## src/hw/rtl/garev_pkg.sv

```systemverilog
// Shared types, widths and constants for the gated attack/release envelope VCA.
`timescale 1ns / 1ps
`default_nettype none
package garev_pkg;
    localparam int SAMPLE_BITS = 24;
    localparam int FRAC_BITS   = 23;
    localparam int LEVEL_W     = FRAC_BITS + 1;
    localparam int COEF_W      = 24;
    localparam int GAIN_W      = 24;
    localparam int EVENT_W     = 2;
    localparam int CLAMP_W     = (COEF_W > LEVEL_W) ? COEF_W : LEVEL_W;
    localparam int S_DATA_W    = ((2 * SAMPLE_BITS + 7) / 8) * 8;
    localparam int M_RAW_W     = 2 * SAMPLE_BITS + GAIN_W;
    localparam int M_DATA_W    = ((M_RAW_W + 7) / 8) * 8;
    localparam int APB_DATA_W  = 32;
    localparam int PADDR_W     = 3;

    localparam logic [LEVEL_W-1:0] ONE_Q = {1'b1, {FRAC_BITS{1'b0}}};
    localparam logic [COEF_W-1:0]  ATTACK_COEF_RESET  = 24'd67109;
    localparam logic [COEF_W-1:0]  RELEASE_COEF_RESET = 24'd2486;

    typedef enum logic [EVENT_W-1:0] {
        EV_NONE   = 2'd0,
        EV_ON     = 2'd1,
        EV_OFF    = 2'd2,
        EV_UNUSED = 2'd3
    } t_event;

    typedef enum logic {
        REG_ATTACK  = 1'b0,
        REG_RELEASE = 1'b1
    } t_reg_idx;

    typedef enum logic [1:0] {
        ST_IDLE,
        ST_GAIN,
        ST_SCALE,
        ST_OUT
    } t_state;

    typedef struct packed {
        logic step;
        logic scale;
        logic load_out;
    } t_ctrl;
endpackage
`default_nettype wire

```

## src/hw/rtl/garev_scale.sv

```systemverilog
// Sample lane: registered product of one sample and the gain, floor shifted.
`timescale 1ns / 1ps
`default_nettype none
module garev_scale (
    input  logic                                 i_clk,
    input  logic                                 i_en,
    input  logic signed [garev_pkg::SAMPLE_BITS-1:0] i_sample,
    input  logic        [garev_pkg::LEVEL_W-1:0]     i_gain,
    output logic signed [garev_pkg::SAMPLE_BITS-1:0] o_result
);
    import garev_pkg::*;

    logic signed [SAMPLE_BITS+LEVEL_W:0] prod;
    logic signed [SAMPLE_BITS+LEVEL_W:0] shifted;
    logic signed [SAMPLE_BITS-1:0]       r_result;
    logic signed [SAMPLE_BITS-1:0]       n_result;

    always_comb begin
        prod     = i_sample * $signed({1'b0, i_gain});
        shifted  = prod >>> FRAC_BITS;
        n_result = shifted[SAMPLE_BITS-1:0];
    end

    always_ff @(posedge i_clk) begin
        if (i_en) begin
            r_result <= n_result;
        end
    end

    assign o_result = r_result;
endmodule
`default_nettype wire

```

## config.mk

```make
export PLATFORM = sky130hd
export DESIGN_NAME = garev_scale
export DESIGN_NICKNAME = d
export VERILOG_FILES = /design/src/hw/rtl/garev_pkg.sv /design/src/hw/rtl/garev_scale.sv
export SDC_FILE = /design/constraint.sdc
export NUM_CORES = 1
export LEC_CHECK = 0
export ABC_AREA = 1
export BUFFER_PORTS_ARGS = -buffer_cell sky130_fd_sc_hd__buf_2
export CAP_MARGIN = 20
export CORE_ASPECT_RATIO = 1.5
export CORE_MARGIN = 8
export CORE_UTILIZATION = 55
export CTS_CLUSTER_DIAMETER = 30
export CTS_CLUSTER_SIZE = 25
export DETAILED_ROUTE_END_ITERATION = 7
export PLACE_DENSITY = 0.74
export SYNTH_ARGS = -nofsm -noshare
export SYNTH_HDL_FRONTEND = slang
export SYNTH_SLANG_ARGS = --single-unit
```

## constraint.sdc

```tcl
create_clock -name i_clk -period 12.9 [get_ports i_clk]
set_input_delay 1.29 -clock i_clk [delete_from_list [all_inputs] [get_ports i_clk]]
set_output_delay 1.29 -clock i_clk [all_outputs]
set_load 0.005 [all_outputs]
```

==> qor.csv <==
metric,value,unit
status,"finished, final reports clean",
ios,74,
h-tree-depth,1,
num_vias,16562,
syn_inst,2687,
cp-endpoint,o_result[13],
min-delay-start,i_en,
rows,87,
cts_buffers,3,
path_class,in2reg,
slew_headroom,46.3,%
slew_viol_final,0,
cpPeakStageDelay,0.58,ns
worst_pin_slew,0.805,ns
synth_top_family_by_area,adder cells,
antennaDiodeCount,0,
synth_compound_area_share,3.20,%
clock_path_buffers,2,
synth-simple-area-share,17.1,%
grt_pass1_vias,18651,
grt_pass1_wl,91400,microns
worst-path-stages,25,
path_delay_family,adder cells,
synth.area.mux_share,0,%
clockRootBuffer,clkbuf_16,
place.gp.congestion,0.945,
setup-violations-final,0,
cts_setup_buffers,0,
route.detailed.drc,0,
maxCapViolations,0,
final_layout_size_suffix_gt1_share,4.35,%
synth_xor_area_share,0.595,%
n_fill_cell,3439,
clock_sinks,24,
core,37300,sq um
first_iter_violations,983,
syn_to_final_growth,3.50,%
clk_pin_slew,0.06,ns
crit_path_max_fanout,24,
async_flop_share,0,%
cpMostUsedCell,fa_1,
ys_types,33,
postLayoutCoreUtil,57.1,%
setup_tns,0,ns
layout.nets,3385,
netlist_area,20600,sq um
final_hold_viol_count,0,
worst_setup_path_end_kind,flip-flop,
grt_setup_unrepaired,false,
die_area,44100,sq um
die_y,253,microns
largest_reg_flops,24,
max_freq,0.135,GHz
start_kind,primary input,
post_cts_resized,0,
tritoncts,built,
synth-adder-area-share,57.9,%
port-buffer-count,73,
ys_seq_elements,24,
required,12.89,ns
instances_no_fill,3157,
wirelength,54300,microns
place_inst,3153,
cp.arrival,7.39,ns
syn-num-nets,3403,
antenna_found_initial,0,
detail_route.vias_per_cell,5.25,
grtUsageTotal,25.8,%
hpwl,46600,microns
finalCritPeriodShare,57.4,%
yosysWarnings,0,
grt_max_degree,25,
drt-wirelength-per-cell,17.2,microns
synthFlopType,edfxtp_1,
postRouteAntennaNets,0,
syn_avg_cell_area,7.67,sq um
overflow,0,
start_util,55.2,%
synth_edf_count,24,
slowest_stage,fa_1,
holdBufCountCts,0,
period_needed,7.40,ns
cp-startpoint,i_gain[7],
hold_path_class,in2reg,
fp.dieW,174,microns
yosysSeqAreaShare,3.50,%
drtPass1Iterations,5,
crit_buf_inv,7,
==> cells in the final DEF (no fill, tap or decap) <==
cell and instances:
a31oi_1 1, nand2_2 3, inv_1 860, o21bai_1 9, or2_1 2, o21a_1 4, a21o_1 7, buf_2 73
and3_1 1, xor2_1 7, xnor2_1 7, a21oi_1 54, o21ai_2 2, nor2_1 94, o21ai_1 19, nand4_1 13
clkinv_1 1, edfxtp_1 24, and2_1 1, nand3b_1 1, a21boi_1 3, fa_1 481, nor4_1 2, bufinv_16 1
or2_2 15, ha_1 185, nor3_1 5, o21ai_0 15, nand3_1 30, nand2_1 723, nor2_2 2, a21boi_0 3
inv_2 15, nor4_2 2, clkbuf_16 3
==> kinds of logic (layout without fill, tap and decap cells) <==
logic type	count (synthesis)	after routing
AND/OR/NAND/NOR	894	894
flip-flops	24	24
AO/OA/AOI/OAI	117	117
XOR/XNOR	14	14
adder cells (fa/ha/maj)	666	666
buffers and inverters	972	953
==> layer usage <==
metal	part of all wire (%)	routed length, microns	global-route usage [%]	vias up
met3	4.3	2340	2.09	219
met4	6.0	3240	13.8	0
met2	54	29500	49.2	592
met5	0	0	0	-
li1	-	-	-	7469
met1	35	19200	27.9	8282
==> cells in the mapped netlist (5+ instances only) <==
cell        n  area [sq um]
xor2_1      7          61.3
xnor2_1     7          61.3
nand3_1    30           150
fa_1      481          9630
inv_2      15          56.3
nor2_1     94           353
o21bai_1    9          67.6
ha_1      185          2310
o21ai_0    15          75.1
o21ai_1    19          95.1
or2_2      15          93.8
a21o_1      7          52.6
nand2_1   723          2710
inv_1     860          3230
nor3_1      5          25.0
edfxtp_1   24           721
a21oi_1    54           270
nand4_1    13          81.3
clkbuf_1   96           360
==> how the worst min path moves through the flow <==
stage                   end  slack (ns)  cells past startpoint
2_1_floorplan   o_result[0]        1.40                      0
3_3_place_gp   o_result[13]        1.69                      1
3_5_place_dp   o_result[13]        1.69                      1
4_1_cts        o_result[20]        1.58                      1
5_1_grt        o_result[13]        1.61                      1
6_report        o_result[8]        1.58                      1
==> layout make-up <==
class	instances	area, sq um	area share [%]
Multi-Input combinational cell	1691	16200	76.1
Sequential cell	24	721	3.38
Tap cell	489	612	2.87
Inverter	876	3290	15.4
Clock inverter	1	30.0	0.141
Timing Repair Buffer	73	365	1.71
Clock buffer	3	75.1	0.352
==> per-stage QoR <==
step | instance area (sq um) | setup slack (ns) | hold slack (ns)
global route | 21300 | 5.15 | 1.61
detailed placement | 21200 | 5.26 | 1.69
CTS | 21300 | 5.48 | 1.58
floorplan | 20600 | 6.13 | 1.40
global placement | 21200 | 5.28 | 1.69
finish | 21300 | 5.50 | 1.58
Power is left out: the tool's default activity adds up to more than one toggle a clock period on the data nets, which glitch-free logic cannot reach.
