File: config.mk
export PLATFORM = sky130hd
export DESIGN_NAME = garev_smooth
export DESIGN_NICKNAME = d
export VERILOG_FILES = /design/src/hw/rtl/garev_pkg.sv /design/src/hw/rtl/garev_smooth.sv
export SDC_FILE = /design/constraint.sdc
export NUM_CORES = 2
export LEC_CHECK = 0
export BUFFER_PORTS_ARGS = -buffer_cell sky130_fd_sc_hd__buf_2
export CORE_MARGIN = 4
export CORE_UTILIZATION = 40
export DETAILED_ROUTE_END_ITERATION = 10
export PLACE_DENSITY = 0.59
export SLEW_MARGIN = 20
export SYNTH_ARGS = -nofsm -noshare
export SYNTH_HDL_FRONTEND = slang
export SYNTH_SLANG_ARGS = --single-unit
File: constraint.sdc
create_clock -name vclk -period 17.8
set_input_delay 0.89 -clock vclk [all_inputs]
set_output_delay 0.89 -clock vclk [all_outputs]
set_load 0.01 [all_outputs]
File: src/hw/rtl/garev_pkg.sv
// Shared types, widths and constants for the gated attack/release envelope VCA.
`timescale 1ns / 1ps
`default_nettype none
package garev_pkg;
    localparam int SAMPLE_BITS = 24;
    localparam int FRAC_BITS   = 23;
    localparam int LEVEL_W     = FRAC_BITS + 1;
    localparam int COEF_W      = 24;
    localparam int GAIN_W      = 24;
    localparam int EVENT_W     = 2;
    localparam int CLAMP_W     = (COEF_W > LEVEL_W) ? COEF_W : LEVEL_W;
    localparam int S_DATA_W    = ((2 * SAMPLE_BITS + 7) / 8) * 8;
    localparam int M_RAW_W     = 2 * SAMPLE_BITS + GAIN_W;
    localparam int M_DATA_W    = ((M_RAW_W + 7) / 8) * 8;
    localparam int APB_DATA_W  = 32;
    localparam int PADDR_W     = 3;

    localparam logic [LEVEL_W-1:0] ONE_Q = {1'b1, {FRAC_BITS{1'b0}}};
    localparam logic [COEF_W-1:0]  ATTACK_COEF_RESET  = 24'd67109;
    localparam logic [COEF_W-1:0]  RELEASE_COEF_RESET = 24'd2486;

    typedef enum logic [EVENT_W-1:0] {
        EV_NONE   = 2'd0,
        EV_ON     = 2'd1,
        EV_OFF    = 2'd2,
        EV_UNUSED = 2'd3
    } t_event;

    typedef enum logic {
        REG_ATTACK  = 1'b0,
        REG_RELEASE = 1'b1
    } t_reg_idx;

    typedef enum logic [1:0] {
        ST_IDLE,
        ST_GAIN,
        ST_SCALE,
        ST_OUT
    } t_state;

    typedef struct packed {
        logic step;
        logic scale;
        logic load_out;
    } t_ctrl;
endpackage
`default_nettype wire

File: src/hw/rtl/garev_smooth.sv
// One-pole smoother lane: level moves toward its goal by a clamped coefficient.
`timescale 1ns / 1ps
`default_nettype none
module garev_smooth (
    input  logic [garev_pkg::LEVEL_W-1:0] i_level,
    input  logic                          i_goal,
    input  logic [garev_pkg::COEF_W-1:0]  i_coef,
    output logic [garev_pkg::LEVEL_W-1:0] o_level
);
    import garev_pkg::*;

    logic        [LEVEL_W-1:0]   coef_q;
    logic signed [LEVEL_W:0]     diff;
    logic signed [2*LEVEL_W+1:0] prod;
    logic signed [2*LEVEL_W+1:0] shifted;
    logic signed [LEVEL_W:0]     delta;
    logic        [LEVEL_W:0]     sum;

    always_comb begin
        if (CLAMP_W'(i_coef) > CLAMP_W'(ONE_Q)) begin
            coef_q = ONE_Q;
        end else begin
            coef_q = LEVEL_W'(i_coef);
        end
        diff    = $signed({1'b0, (i_goal ? ONE_Q : {LEVEL_W{1'b0}})})
                - $signed({1'b0, i_level});
        prod    = diff * $signed({1'b0, coef_q});
        shifted = prod >>> FRAC_BITS;
        delta   = shifted[LEVEL_W:0];
        sum     = {1'b0, i_level} + delta;
        o_level = sum[LEVEL_W-1:0];
    end
endmodule
`default_nettype wire

==> flow_summary.toml <==
[run_status]
status = "completed"

[route]
drtIter0Drc = 1267
drc = 0
drt_wl_total_mm = 71.2
vias_per_cell = 5.24
firstDrtPassIters = 5
vias = 17801
ant_nets = 0
routedWlPerCell_um = 21.0

[synth]
synth_fp_nets = 3434
yosysWarnings = 0
yosys.area_share.simple_pct = 14.7
syn_inst = 2618
synthXorXnorAreaFrac_pct = 4.04
synth_fa_ha_area_share_pct = 63.5
avgSynthCellArea_sq_um = 8.52
synth_area_sq_um = 22300
synth_compound_gate_area_share_pct = 4.25
synth_seq_area_share_pct = 0
yosysUniqueCellTypes = 60
synthMuxAreaShare_pct = 0.0449
synth_top_family_by_area = "adder cells"

[floorplan]
die_y_um = 244
io_pins = 73
rows = 86
dieWidth_um = 244
fp.coreArea_sq_um = 55200
die_area_sq_um = 59600
start_util_pct = 40.4

[worst_setup_path]
cp.required_ns = 16.91
worstSetupPathType = "primary input to output port"
worst_ep_arrival_time_ns = 12.55
cp_slowest_stage_delay_ns = 0.75
crit_path_end_kind = "output port"
worstPathMaxFanout = 15
crit_path_frequent_cell = "fa_1"
startpoint_type = "primary input"
slowest_stage = "xor2_2"

[final_layout]
nClkBuffers = 0
drive_gt1_share_pct = 5.63
seqCellArea_sq_um = 0
synthToLayoutAreaGrowth_pct = 6.40
nNetsFinal = 3466
final_cell_mix = "699 x inv_1, 607 x fa_1, 386 x nor2_1"
layout_commonest_cell = "inv_1"
layoutNonFillerInstCount = 3398
seq_cell_count = 0
fill_cells = 5562

[placed_design]
pre_cts_ws_ns = 4.43
dp.cells = 3396
gp_congestion = 0.920
dp_hpwl_mm = 58.8
numPortBuffers = 73

[global_routing]
grt_use_total_pct = 24.3
grt_overflow_total = 0
grt_first_pass_wirelength_mm = 111
grt_pass1_vias = 19392
antenna_found_initial = 4
grt_max_degree = 35

[sta]
rsz0062_at_grt = "no"
setup_viol = 0
max_freq_mhz = 74.4
setup_ws_ns = 4.36
worst_pin_slew_ns = 1.23
fin_setup_tns_ns = 0
hold_viol = 0
period_share_pct = 75.5
post-route-min-period_ns = 13.44
slew_headroom_pct = 17.8
drv_slew = 0

[min_path]
hold_path.class = "primary input to output port"
min_delay_path_depth = 5
min_to = "o_level[1]"
hp-start = "i_level[1]"

[cts]
cts-hold-fix-buffers = 0
post_cts_buffers = 0
post_cts_resize_count = 0

[flow_run]
drv_cap = 0
synth_stat cells (2+ instances only):
master | number | share of area (%)
inv_1 | 699 | 12
fa_1 | 607 | 54
nor2_1 | 386 | 6.5
nand2_1 | 299 | 5.0
ha_1 | 160 | 9.0
clkbuf_1 | 94 | 1.6
xnor2_1 | 68 | 2.7
a21oi_1 | 50 | 1.1
o21ai_0 | 33 | 0.74
xor2_1 | 33 | 1.3
nor2b_1 | 18 | 0.50
nor3_1 | 17 | 0.38
a21o_1 | 15 | 0.50
and2_1 | 12 | 0.34
nand3_1 | 12 | 0.27
nand4_1 | 11 | 0.31
nor4_1 | 9 | 0.25
or3_1 | 9 | 0.25
nand2b_1 | 8 | 0.22
o21a_1 | 8 | 0.27
o21bai_1 | 8 | 0.27
a31oi_1 | 5 | 0.14
o31ai_1 | 4 | 0.13
a2111oi_0 | 3 | 0.12
a211oi_1 | 3 | 0.10
and3_1 | 3 | 0.084
nor3b_1 | 3 | 0.10
a31o_2 | 2 | 0.079
a41oi_1 | 2 | 0.079
and2_0 | 2 | 0.056
clkinv_1 | 2 | 0.034
nand3b_1 | 2 | 0.067
o31a_1 | 2 | 0.079
o41ai_1 | 2 | 0.079
or2_2 | 2 | 0.056
worst max-delay path: cells and delay by family:
family | cells | cell delay [ns]
fa+ha+maj | 9 | 4.24
simple gates | 7 | 2.44
buf+inv | 6 | 0.54
xor+xnor | 4 | 1.20
compound gates | 13 | 3.22
layout make-up:
cell class	count	area (sq um)	area share, %
diodes	2	5.00	0.0211
multi-input cells	1820	19400	81.7
inverters	701	2630	11.1
well taps	748	936	3.94
repair buffers	127	778	3.28
worst max path at each step:
stage,start,to,slack (ns),depth (start not counted)
detailed placement,i_level[3],o_level[23],4.43,39
finish,i_level[3],o_level[23],4.36,39
global placement,i_level[0],o_level[23],4.61,40
CTS,i_level[3],o_level[23],4.39,39
floorplan,i_level[0],o_level[23],5.69,44
global route,i_level[3],o_level[23],3.66,39
layer usage:
layer / wire length (um) / global-route usage [%] / up-vias
li1: - / - / 7592
met1: 26500 / 30.4 / 9155
met2: 34300 / 40.7 / 818
met3: 5760 / 3.88 / 234
met4: 4600 / 12.5 / 2
met5: 13 / 0 / -
cell families (layout without fill, tap and decap cells):
family                   count (synthesis)  count (layout)
AO/OA/AOI/OAI                          150             150
XOR/XNOR                               102             102
adder cells (fa/ha/maj)                767             767
buffers and inverters                  798             828
multiplexers                             1               1
other                                    0               2
AND/OR/NAND/NOR                        800             800
stage by stage:
step,area (sq um),hold slack (ns),utilization (%)
global route,23700,2.38,43.0
finish,23700,2.35,43.0
global placement,23700,2.33,42.9
detailed placement,23700,2.34,43.0
CTS,23700,2.35,43.0
floorplan,22300,1.93,-
